===== src/hdl/ksm_pkg.sv =====
// Shared types, widths and register indexes for the stream pattern matcher.
// Used by ksm_cell and kmp_stream_matcher_core.
package ksm_pkg;

    localparam int CHAR_W     = 8;
    localparam int LEN_W      = 5;
    localparam int REG_BYTES  = 16;
    localparam int BIDX_W     = 4;
    localparam int CFG_IDX_W  = 2;
    localparam int CFG_DATA_W = 64;
    localparam int PAT_W      = REG_BYTES * CHAR_W;

    localparam logic [CFG_IDX_W-1:0] CFG_PATTERN_LENGTH = 2'd0;
    localparam logic [CFG_IDX_W-1:0] CFG_PATTERN_LOW    = 2'd1;
    localparam logic [CFG_IDX_W-1:0] CFG_PATTERN_HIGH   = 2'd2;

    typedef struct packed {
        logic              step;   // advance every cell
        logic              flush;  // ignore held state (start of a new text)
        logic              clear;  // zero every cell
        logic [CHAR_W-1:0] sym;    // byte presented to the row
    } t_cell_ctrl;

    // Length in use: zero means one, capped at the number of cells.
    function automatic logic [LEN_W-1:0] eff_length(input logic [LEN_W-1:0] raw,
                                                    input logic [LEN_W-1:0] cap);
        logic [LEN_W-1:0] len;
        len = raw;
        if (raw == '0) begin
            len = LEN_W'(1);
        end else if (raw > cap) begin
            len = cap;
        end
        return len;
    endfunction

endpackage


===== src/hdl/ksm_cell.sv =====
// One cell of the matcher row: holds whether a pattern prefix ends at the current byte.
// Depends on ksm_pkg.
module ksm_cell (
    input  logic                      i_clk,
    input  logic                      i_rst_n,
    input  ksm_pkg::t_cell_ctrl       i_ctrl,
    input  logic                      i_head,
    input  logic                      i_prev,
    input  logic                      i_keep,
    input  logic [ksm_pkg::CHAR_W-1:0] i_pat,
    output logic                      o_raw,
    output logic                      o_state
);
    import ksm_pkg::*;

    logic r_state;
    logic n_state;

    assign o_raw = (i_head | (i_prev & ~i_ctrl.flush)) & (i_pat == i_ctrl.sym);

    always_comb begin
        n_state = r_state;
        if (i_ctrl.clear) begin
            n_state = 1'b0;
        end else if (i_ctrl.step) begin
            n_state = o_raw & i_keep;
        end
    end

    always_ff @(posedge i_clk) begin
        if (!i_rst_n) begin
            r_state <= 1'b0;
        end else begin
            r_state <= n_state;
        end
    end

    assign o_state = r_state;

endmodule


===== src/hdl/kmp_stream_matcher_core.sv =====
// Top level of the stream pattern matcher: a row of compare cells plus config and replay control.
// Depends on ksm_pkg and ksm_cell.
//
// Searches a byte stream for a configured pattern of 1 to 16 bytes, one text byte per cycle
// unless replaying or stalled by the result side: each cell compares the incoming byte with its
// pattern byte and hands its match bit to the next cell; a word's result is registered and
// appears in the next cycle. Match progress survives register writes. After a configuration
// write that leaves the held progress nonzero and below the pattern length, the row rebuilds
// its state by replaying that many pattern bytes, one per cycle unless a register write
// restarts it, taking no text word meanwhile. Write registers only while no word is in flight.
module kmp_stream_matcher_core #(
    parameter int MAX_PATTERN = 16
) (
    input  logic                          i_clk,
    input  logic                          i_rst_n,
    input  logic                          i_cfg_we,
    input  logic [ksm_pkg::CFG_IDX_W-1:0] i_cfg_idx,
    input  logic [ksm_pkg::CFG_DATA_W-1:0] i_cfg_data,
    input  logic                          s_axis_tvalid,
    output logic                          s_axis_tready,
    input  logic [7:0]                    s_axis_tdata,  // [7:0] text_char
    input  logic                          s_axis_tuser,  // [0] first_of_text
    output logic                          m_axis_tvalid,
    input  logic                          m_axis_tready,
    output logic [7:0]                    m_axis_tdata   // [4:0] matched_length, [5] hit,
                                                         // [6] found, [7] zero
);
    import ksm_pkg::*;

    localparam int NCELL = (MAX_PATTERN < REG_BYTES) ? MAX_PATTERN : REG_BYTES;
    localparam logic [LEN_W-1:0] CAP = LEN_W'(NCELL);

    logic [LEN_W-1:0]  r_len_raw;
    logic [PAT_W-1:0]  r_pattern;
    logic [LEN_W-1:0]  r_progress;
    logic              r_found;
    logic              r_busy;
    logic [BIDX_W-1:0] r_ridx;
    logic              r_out_valid;
    logic [LEN_W-1:0]  r_out_len;
    logic              r_out_hit;
    logic              r_out_found;

    logic [LEN_W-1:0]  eff_len;
    logic [LEN_W-1:0]  n_len_raw;
    logic [LEN_W-1:0]  n_eff_len;
    logic [LEN_W-1:0]  q_trunc;
    logic              cfg_hit;
    logic              accept;
    logic              replay_step;
    logic [CHAR_W-1:0] replay_byte;
    t_cell_ctrl        ctrl;
    logic [NCELL-1:0]  keep;
    logic [NCELL-1:0]  last_sel;
    logic [NCELL-1:0]  raw;
    logic [NCELL-1:0]  state;
    logic [LEN_W-1:0]  n_matched;
    logic              n_hit;

    assign eff_len = eff_length(r_len_raw, CAP);

    always_comb begin
        cfg_hit   = 1'b0;
        n_len_raw = r_len_raw;
        case (i_cfg_idx)
            CFG_PATTERN_LENGTH: begin
                cfg_hit   = i_cfg_we;
                n_len_raw = i_cfg_we ? i_cfg_data[LEN_W-1:0] : r_len_raw;
            end
            CFG_PATTERN_LOW:  cfg_hit = i_cfg_we;
            CFG_PATTERN_HIGH: cfg_hit = i_cfg_we;
            default:          cfg_hit = 1'b0;
        endcase
    end

    assign n_eff_len = eff_length(n_len_raw, CAP);
    assign q_trunc   = (r_progress >= n_eff_len) ? '0 : r_progress;

    assign s_axis_tready = ~r_busy & (~r_out_valid | m_axis_tready);
    assign accept        = s_axis_tvalid & s_axis_tready;
    assign replay_step   = r_busy & ~cfg_hit;
    assign replay_byte   = r_pattern[{r_ridx, 3'b000} +: CHAR_W];

    assign ctrl.step  = accept | replay_step;
    assign ctrl.flush = accept & s_axis_tuser;
    assign ctrl.clear = cfg_hit;
    assign ctrl.sym   = r_busy ? replay_byte : s_axis_tdata;

    genvar k;
    generate
        for (k = 0; k < NCELL; k++) begin : g_cell
            assign keep[k]     = (LEN_W'(k + 1) < eff_len);
            assign last_sel[k] = (LEN_W'(k + 1) == eff_len);
            if (k == 0) begin : g_head
                ksm_cell u_cell (
                    .i_clk   (i_clk),
                    .i_rst_n (i_rst_n),
                    .i_ctrl  (ctrl),
                    .i_head  (1'b1),
                    .i_prev  (1'b0),
                    .i_keep  (keep[k]),
                    .i_pat   (r_pattern[k*CHAR_W +: CHAR_W]),
                    .o_raw   (raw[k]),
                    .o_state (state[k])
                );
            end else begin : g_body
                ksm_cell u_cell (
                    .i_clk   (i_clk),
                    .i_rst_n (i_rst_n),
                    .i_ctrl  (ctrl),
                    .i_head  (1'b0),
                    .i_prev  (state[k-1]),
                    .i_keep  (keep[k]),
                    .i_pat   (r_pattern[k*CHAR_W +: CHAR_W]),
                    .o_raw   (raw[k]),
                    .o_state (state[k])
                );
            end
        end
    endgenerate

    always_comb begin
        n_matched = '0;
        for (int j = 0; j < NCELL; j++) begin
            if (raw[j] & keep[j]) begin
                n_matched = LEN_W'(j + 1);
            end
        end
    end

    assign n_hit = |(raw & last_sel);

    always_ff @(posedge i_clk) begin
        if (!i_rst_n) begin
            r_len_raw   <= LEN_W'(1);
            r_pattern   <= '0;
            r_progress  <= '0;
            r_found     <= 1'b0;
            r_busy      <= 1'b0;
            r_ridx      <= '0;
            r_out_valid <= 1'b0;
        end else begin
            if (cfg_hit) begin
                // progress is held as is; a value at or past the length reads as zero
                r_len_raw <= n_len_raw;
                r_busy    <= (q_trunc != '0);
                r_ridx    <= '0;
                case (i_cfg_idx)
                    CFG_PATTERN_LOW:  r_pattern[CFG_DATA_W-1:0] <= i_cfg_data;
                    CFG_PATTERN_HIGH: r_pattern[PAT_W-1:CFG_DATA_W] <= i_cfg_data;
                    default:          r_pattern <= r_pattern;
                endcase
            end else if (replay_step) begin
                r_ridx <= r_ridx + BIDX_W'(1);
                if (({1'b0, r_ridx} + LEN_W'(1)) == r_progress) begin
                    r_busy <= 1'b0;
                end
            end else if (accept) begin
                r_progress <= n_matched;
                r_found    <= (r_found & ~s_axis_tuser) | n_hit;
            end

            if (accept) begin
                r_out_valid <= 1'b1;
            end else if (m_axis_tready) begin
                r_out_valid <= 1'b0;
            end
        end
    end

    always_ff @(posedge i_clk) begin
        if (accept) begin
            r_out_len   <= n_matched;
            r_out_hit   <= n_hit;
            r_out_found <= (r_found & ~s_axis_tuser) | n_hit;
        end
    end

    assign m_axis_tvalid = r_out_valid;
    assign m_axis_tdata  = {1'b0, r_out_found, r_out_hit, r_out_len};

`ifndef SYNTH
    a_no_accept_in_replay: assert property (@(posedge i_clk) disable iff (!i_rst_n)
        r_busy |-> !s_axis_tready)
        else $error("text word taken during replay");

    a_hit_sets_found: assert property (@(posedge i_clk) disable iff (!i_rst_n)
        (accept && n_hit) |=> r_found)
        else $error("hit did not set found");

    a_replay_len_valid: assert property (@(posedge i_clk) disable iff (!i_rst_n)
        r_busy |-> ((r_progress != '0) && (r_progress < eff_len)))
        else $error("replay length not within pattern length");

    a_cells_masked: assert property (@(posedge i_clk) disable iff (!i_rst_n)
        (state & ~keep) == '0)
        else $error("cell set at or beyond pattern length");
`endif

endmodule


===== config.mk =====
export PLATFORM = sky130hd
export DESIGN_NAME = kmp_stream_matcher_core
export DESIGN_NICKNAME = d
export VERILOG_FILES = /design/src/hdl/ksm_pkg.sv /design/src/hdl/ksm_cell.sv /design/src/hdl/kmp_stream_matcher_core.sv
export SDC_FILE = /design/constraint.sdc
export NUM_CORES = 1
export LEC_CHECK = 0
export BUFFER_PORTS_ARGS = -buffer_cell sky130_fd_sc_hd__buf_2
export CAP_MARGIN = 10
export CORE_UTILIZATION = 52
export CTS_CLUSTER_DIAMETER = 80
export DETAILED_ROUTE_END_ITERATION = 12
export PLACE_DENSITY = 0.83
export SETUP_SLACK_MARGIN = 0.2
export SYNTH_ARGS = -nofsm -noshare
export SYNTH_HDL_FRONTEND = slang
export SYNTH_SLANG_ARGS = --single-unit

===== constraint.sdc =====
create_clock -name i_clk -period 4.78 [get_ports i_clk]
set_input_delay 0 -clock i_clk [delete_from_list [all_inputs] [get_ports i_clk]]
set_output_delay 0 -clock i_clk [all_outputs]
set_load 0.03 [all_outputs]

; Yosys cells after proc, flatten, opt, wreduce, memory -nomap -nowiden
; Index checks and enable logic that the tools add are counted.
[totals]
register_bits = 167
in_bits = 80
out_inout_bits = 10
word_cells = 189
[op_classes]
add_sub_neg = 2
order_cmp = 19
n_eq_ne = 35
n_shift = 1
mux = 30
bitwise_logic = 62
reduce_logical = 14
[op_table]
columns = op, n
row1 = == test 8 bit, 16
row2 = indexed part select 128 x 8 -> 8 bit, 1
row3 = two-way mux 5 bit, 22
row4 = bitwise AND 1 bit, 51
row5 = == test 4 x 5 -> 1 bit (first input constant), 8
row6 = less-than comparator 4 x 5 -> 1 bit (first input constant), 8
row7 = == test 3 x 5 -> 1 bit (first input constant), 4
row8 = less-than comparator 3 x 5 -> 1 bit (first input constant), 4
row9 = bitwise AND 16 bit, 1
row10 = OR reduction 16 bit, 1
row11 = == test 2 x 5 -> 1 bit (first input constant), 2
row12 = > comparator 5 bit (second input constant), 2
row13 = zero test 5 bit, 2
row14 = less-than comparator 2 x 5 -> 1 bit (first input constant), 2
row15 = two-way mux 8 bit, 1
row16 = two-way mux 1 bit, 7
row17 = inverter 1 bit, 7
row18 = AND reduction 2 bit, 3
row19 = nonzero test 2 bit, 3
row20 = adder 4 x 1 -> 5 bit (second input constant), 1
row21 = == test 1 x 5 -> 1 bit (first input constant), 1
row22 = == test 5 bit, 1
row23 = == test 5 bit (first input constant), 1
row24 = greater-or-equal comparator 5 bit, 1
row25 = other kinds (11), 13

; Longest topological paths before layout
[logic_depth]
word_depth = 24
ltp_mapped = 15
ltp_nobuf = 12

; Hierarchy
; Synthesis repeated with hierarchy kept, for this count alone.
[unflattened]
hier_cells = 1136
area_unflattened_um2 = 10124.7
[modules_own_cells]
columns = mod, n_inst, cells_each, area_each_um2, seq_area_each_um2
row1 = kmp_stream_matcher_core, 1, 864, 7622.3, 3113.0
row2 = ksm_cell, 16, 17, 156.4, 20.0

; Least setup slack after synthesis
; OpenSTA, ideal clock, no wires.
[synth_timing]
path_kind = reg2reg
from = register r_ridx[0]
to = register r_out_len[1] (data pin)
setup_ns = 0.262
arrival_time_ns = 3.142
t_required_ns = 4.518
setup_slack_ns = 1.375
path_stages_with_launch = 15
path_buffers = 3
period_less_slack_ns = 3.405
cell_sequence = dfxtp_1 > buf_4 > and2b_1 > buf_2 > a22oi_1 > a21oi_2 > nor3_2 > buf_4 > xnor2_1 > o2111ai_1 > or4b_2 > o21ai_0 > nor2_1 > o2111ai_1 > nand2_1
[synth_via]
elab_chain_cells = 20
word_cells_on_any_way = 62
cone_classes = eq/ne (15) / shift (1) / mux (16) / bitwise (30)
[synth_lines]
columns = item, line_no
row1 = start: declaration, kmp_stream_matcher_core.sv:38  ; logic [BIDX_W-1:0] r_ridx;
row2 = start signal: assignment, kmp_stream_matcher_core.sv:154  ; r_ridx <= r_ridx + BIDX_W'(1);
row3 = indexed part select 128 x 8 -> 8 bit *, kmp_stream_matcher_core.sv:82  ; assign replay_byte = r_pattern[{r_ridx, 3'b000} +: CHAR_W];
row4 = two-way mux 8 bit *, kmp_stream_matcher_core.sv:87  ; assign ctrl.sym = r_busy ? replay_byte : s_axis_tdata;
row5 = == test 8 bit, ksm_cell.sv:19  ; assign o_raw = (i_head | (i_prev & ~i_ctrl.flush)) & (i_pat == i_ctrl.sym);
row6 = bitwise AND 1 bit, ksm_cell.sv:19
row7 = bitwise AND 1 bit, kmp_stream_matcher_core.sv:125  ; if (raw[j] & keep[j]) begin
row8 = two-way mux 5 bit (14 in series), kmp_stream_matcher_core.sv:125
row9 = two-way mux 5 bit *, kmp_stream_matcher_core.sv:125
row10 = named net n_matched[1], kmp_stream_matcher_core.sv:57  ; logic [LEN_W-1:0] n_matched;
row11 = end signal: assignment, kmp_stream_matcher_core.sv:173  ; r_out_len <= n_matched;
row12 = end: declaration, kmp_stream_matcher_core.sv:40  ; logic [LEN_W-1:0] r_out_len;
; The timed path passes the listed nets; every way through them passes the cells marked *.
; A chain may end at the register's enable or synchronous reset.

; Worst setup path in the final report
[layout_timing]
from = register r_ridx[1]
to = register r_out_len[1] (data pin)
; The elaborated chain is that of the path after synthesis.

==> impl_metrics.csv <==
group,metric,value,unit
outcome,status,"finished clean",
pwr,ir_worst_vdd,307,uV
synthesis,synth_area,0.0109,sq mm
routing,route.detailed.drc,0,
die,die_w,147,um
sta,relSlewSlack,38.4,%
routing,drt-pass1-iter-count,5,
die,start_util,53.5,%
global_route,grt_max_degree,85,
worst_setup_path,worst-r2r-cell-count,13,
sta,fin_crit,4.21,ns
routing,vias,10908,
synthesis,synth_top_area_share,29.3,%
clock_network,path_clk_slew,0.07,ns
sta,tightest_slew,0.919,ns
clock_network,cts_sinks,167,
clock_network,post_cts_buffers,0,
placement,gp_congestion,1.06,
worst_setup_path,r2r-start,"r_ridx[1]",
worst_setup_path,regToRegSetupSlack,0.57,ns
placement,port_buffers,88,
worst_setup_path,critPathBufInv,2,
worst_hold_path,hp-start,"i_rst_n",
pwr,finalPower,3.55,mW
worst_setup_path,endpoint_kind,"register",
synthesis,synth.distinct_cells,89,
worst_setup_path,r2r-end,"r_out_len[1]",
sta,tns,0,ns
cells_and_area,diodes,0,
cells_and_area,drive_above_1_share,13.6,%
synthesis,synth_edf_count,7,
worst_setup_path,slowest_delay,0.77,ns
pwr,powerDensity,277,mW/mm^2
synthesis,synth_cells,1375,
synthesis,synth_area_per_cell,7.95,sq um
sta,final_hold_viol_count,0,
cells_and_area,synthToLayoutAreaGrowth,17.0,%
routing,antenna_left,0,
pwr,swShare,32.1,%
routing,wl_per_cell,23.1,um
worst_setup_path,path_class,"register to register",
worst_setup_path,critPathTopFamily,"simple AND/OR/NAND/NOR gates",
routing,drt_first_iter_violations,1215,
worst_hold_path,hold_class,"input port to register",
synthesis,yosys-top-cells-area,"dfxtp_1, nand2_1, a21boi_0",
clock_network,clock_latency,0.45,ns
worst_setup_path,cp_max_fo,20,
pwr,p_switching,1.14,mW
synthesis,ys.flop_type,"dfxtp_1",
cells_and_area,mostFrequentLayoutCells,"nand2_1, dfxtp_1, a21boi_0",
worst_setup_path,required,4.97,ns
die,ios,90,
synthesis,yosys.area.top_type,"dfxtp_1",
synthesis,synth-async-reset-ratio,0,%
pwr,combPwrFrac,18.0,%
sta,setup_viol,0,
cells_and_area,final_common_cell,"nand2_1",
routing,routed_wl,40900,um
die,die-area,0.0216,sq mm
die,coreArea,0.0204,sq mm
synthesis,yosys_warnings,0,
global_route,grt_use_total,37.9,%
global_route,first_global_vias,10148,
worst_setup_path,cp.arrival,4.40,ns
sta,post-route-period-util,88.2,%
clock_network,cts_tree,"done",
flow_run,maxCapViolCount,0,
sta,fin_skew,0.0102,ns
sta,max_freq,237,MHz
worst_hold_path,holdPathStages,2,
sta,grt_setup_unrepaired,"no",
pwr,p_int,2.41,mW
global_route,grt_pass1_wl,61400,um
clock_network,cts_buffers,17,
worst_hold_path,whs_endpoint,"r_len_raw[0]",
worst_setup_path,cp_slowest_cell,"or4b_2",
routing,vias_per_cell,6.16,
pwr,p_clk_share,38.9,%
global_route,overflow,0,
clock_network,clk_path_buf_depth,2,
clock_network,root_buffer,"clkbuf_16",
worst_setup_path,start_kind,"register",
pwr,p_leak,4.57,nW
clock_network,ctsHtreeMaxLevel,4,
die,rows,52,
pwr,pwr-share-seq,43.1,%
cells_and_area,layout.nets,1573,
global_route,antenna_found_initial,0,
die,die_height,147,um
worst_setup_path,crit_chain,"buf_4, mux2i_1, a22oi_1, a21oi_2, nor3_2, buf_4, xnor2_1, o2111ai_1, or4b_2, o21ai_0, nor2_1, o2111ai_1, nand2_1",
synthesis,yosysSeqAreaShare,31.2,%
placement,dp_hpwl,30400,um
sta,final-max-slew-violation-count,0,
synthesis,yosys_register_bits,167,
## worst reg2reg max path, delay by kind of cell, from the launching register on
family / cells / cell delay, ns
AO/OA/AOI/OAI: 5 / 0.93
XOR/XNOR: 1 / 0.13
buffers and inverters: 2 / 0.56
flip-flops: 1 / 0.72
multiplexers: 1 / 0.09
AND/OR/NAND/NOR: 4 / 1.53
## cells by family (layout without fill, tap and decap cells)
logic type | after synthesis | in the layout | share of synthesized area (%)
other | 1 | 2 | 0.0343
flip-flops | 167 | 167 | 31.2
AND/OR/NAND/NOR | 533 | 533 | 22.3
buffers and inverters | 120 | 244 | 5.41
adder cells (fa/ha/maj) | 6 | 6 | 0.686
multiplexers | 82 | 82 | 8.01
XOR/XNOR | 134 | 134 | 10.7
AO/OA/AOI/OAI | 332 | 332 | 21.6
## synth_stat cells (16+ instances only)
master    instances
nor2_1           76
nor3_1           16
dfxtp_1         160
nand4_1          16
a22oi_1          29
a21boi_0        130
nand2_1         307
o21ai_0          35
mux2i_1          74
a21oi_1          48
nor2b_1          17
nand2b_1         21
xor2_1           65
clkbuf_1         73
xnor2_1          69
## layer usage
metal	wire length (um)	global-route usage [%]	part of all wire, %	up-vias
met5	0	0	0	-
met4	1920	18.6	4.7	0
met3	3790	7.92	9.3	111
met2	18400	59.9	45	629
met1	16800	49.2	41	5175
li1	-	-	-	4993
## area by class of cell
| cell class | count | area, sq um |
|---|---|---|
| well taps | 270 | 338 |
| inverters | 11 | 41.3 |
| repair buffers | 201 | 1470 |
| fillers | 1786 | 7630 |
| flip-flops and latches | 167 | 3420 |
| clock buffers | 17 | 425 |
| multi-input cells | 1089 | 6950 |
| clock inverters | 15 | 154 |
## sequential cells by signal, indices dropped and copies added, names as in the netlist
name	flops
r_ridx	4
r_out_hit	1
r_len_raw	5
g_cell.g_body.u_cell.o_state	14
r_pattern	128
m_axis_tvalid	1
r_busy	1
r_found	1
r_out_len	5
r_progress	5
r_out_found	1
g_cell.g_head.u_cell.o_state	1
## power by group through the flow
stage	Combinational [mW]	Sequential (mW)	Clock, mW
6_report	0.637	1.53	1.38
5_1_grt	0.682	1.53	1.45
4_1_cts	0.619	1.52	1.39
3_5_place_dp	0.573	1.56	0
3_3_place_gp	0.568	1.56	0
2_1_floorplan	0.407	1.52	0
## worst max path at each step
stage              start       endpoint  slack [ns]  cells after the start
5_1_grt        r_ridx[1]   r_out_len[1]        0.23                     13
4_1_cts        r_ridx[2]  r_progress[1]        0.57                     11
2_1_floorplan  r_ridx[0]   r_out_len[1]        1.38                     14
3_3_place_gp   r_ridx[2]   r_out_len[0]        0.60                     11
3_5_place_dp   r_ridx[2]  r_progress[1]        0.59                     11
6_report       r_ridx[1]   r_out_len[1]        0.57                     13
## through the flow
| stage | util, % | hold WS, ns | instances | area (sq um) | worst slack [ns] |
|---|---|---|---|---|---|
| after floorplan | - | 0.138 | 1376 | 10900 | 1.38 |
| after global placement | 56.5 | 0.262 | 1671 | 11500 | 0.601 |
| after detailed placement | 56.5 | 0.270 | 1671 | 11500 | 0.593 |
| after CTS | 62.6 | 0.0105 | 1770 | 12800 | 0.567 |
| after global routing | 62.6 | 0.0572 | 1770 | 12800 | 0.226 |
| final | 62.6 | 0.0177 | 1770 | 12800 | 0.565 |
## what timing repair did
action                                  4_1_cts  5_1_grt
hold buffers                                 67        0
endpoints found under the setup margin        0        1
resized for setup                             0        1
endpoints found under the hold margin       135        0
Power figures use the tool's default switching activity.
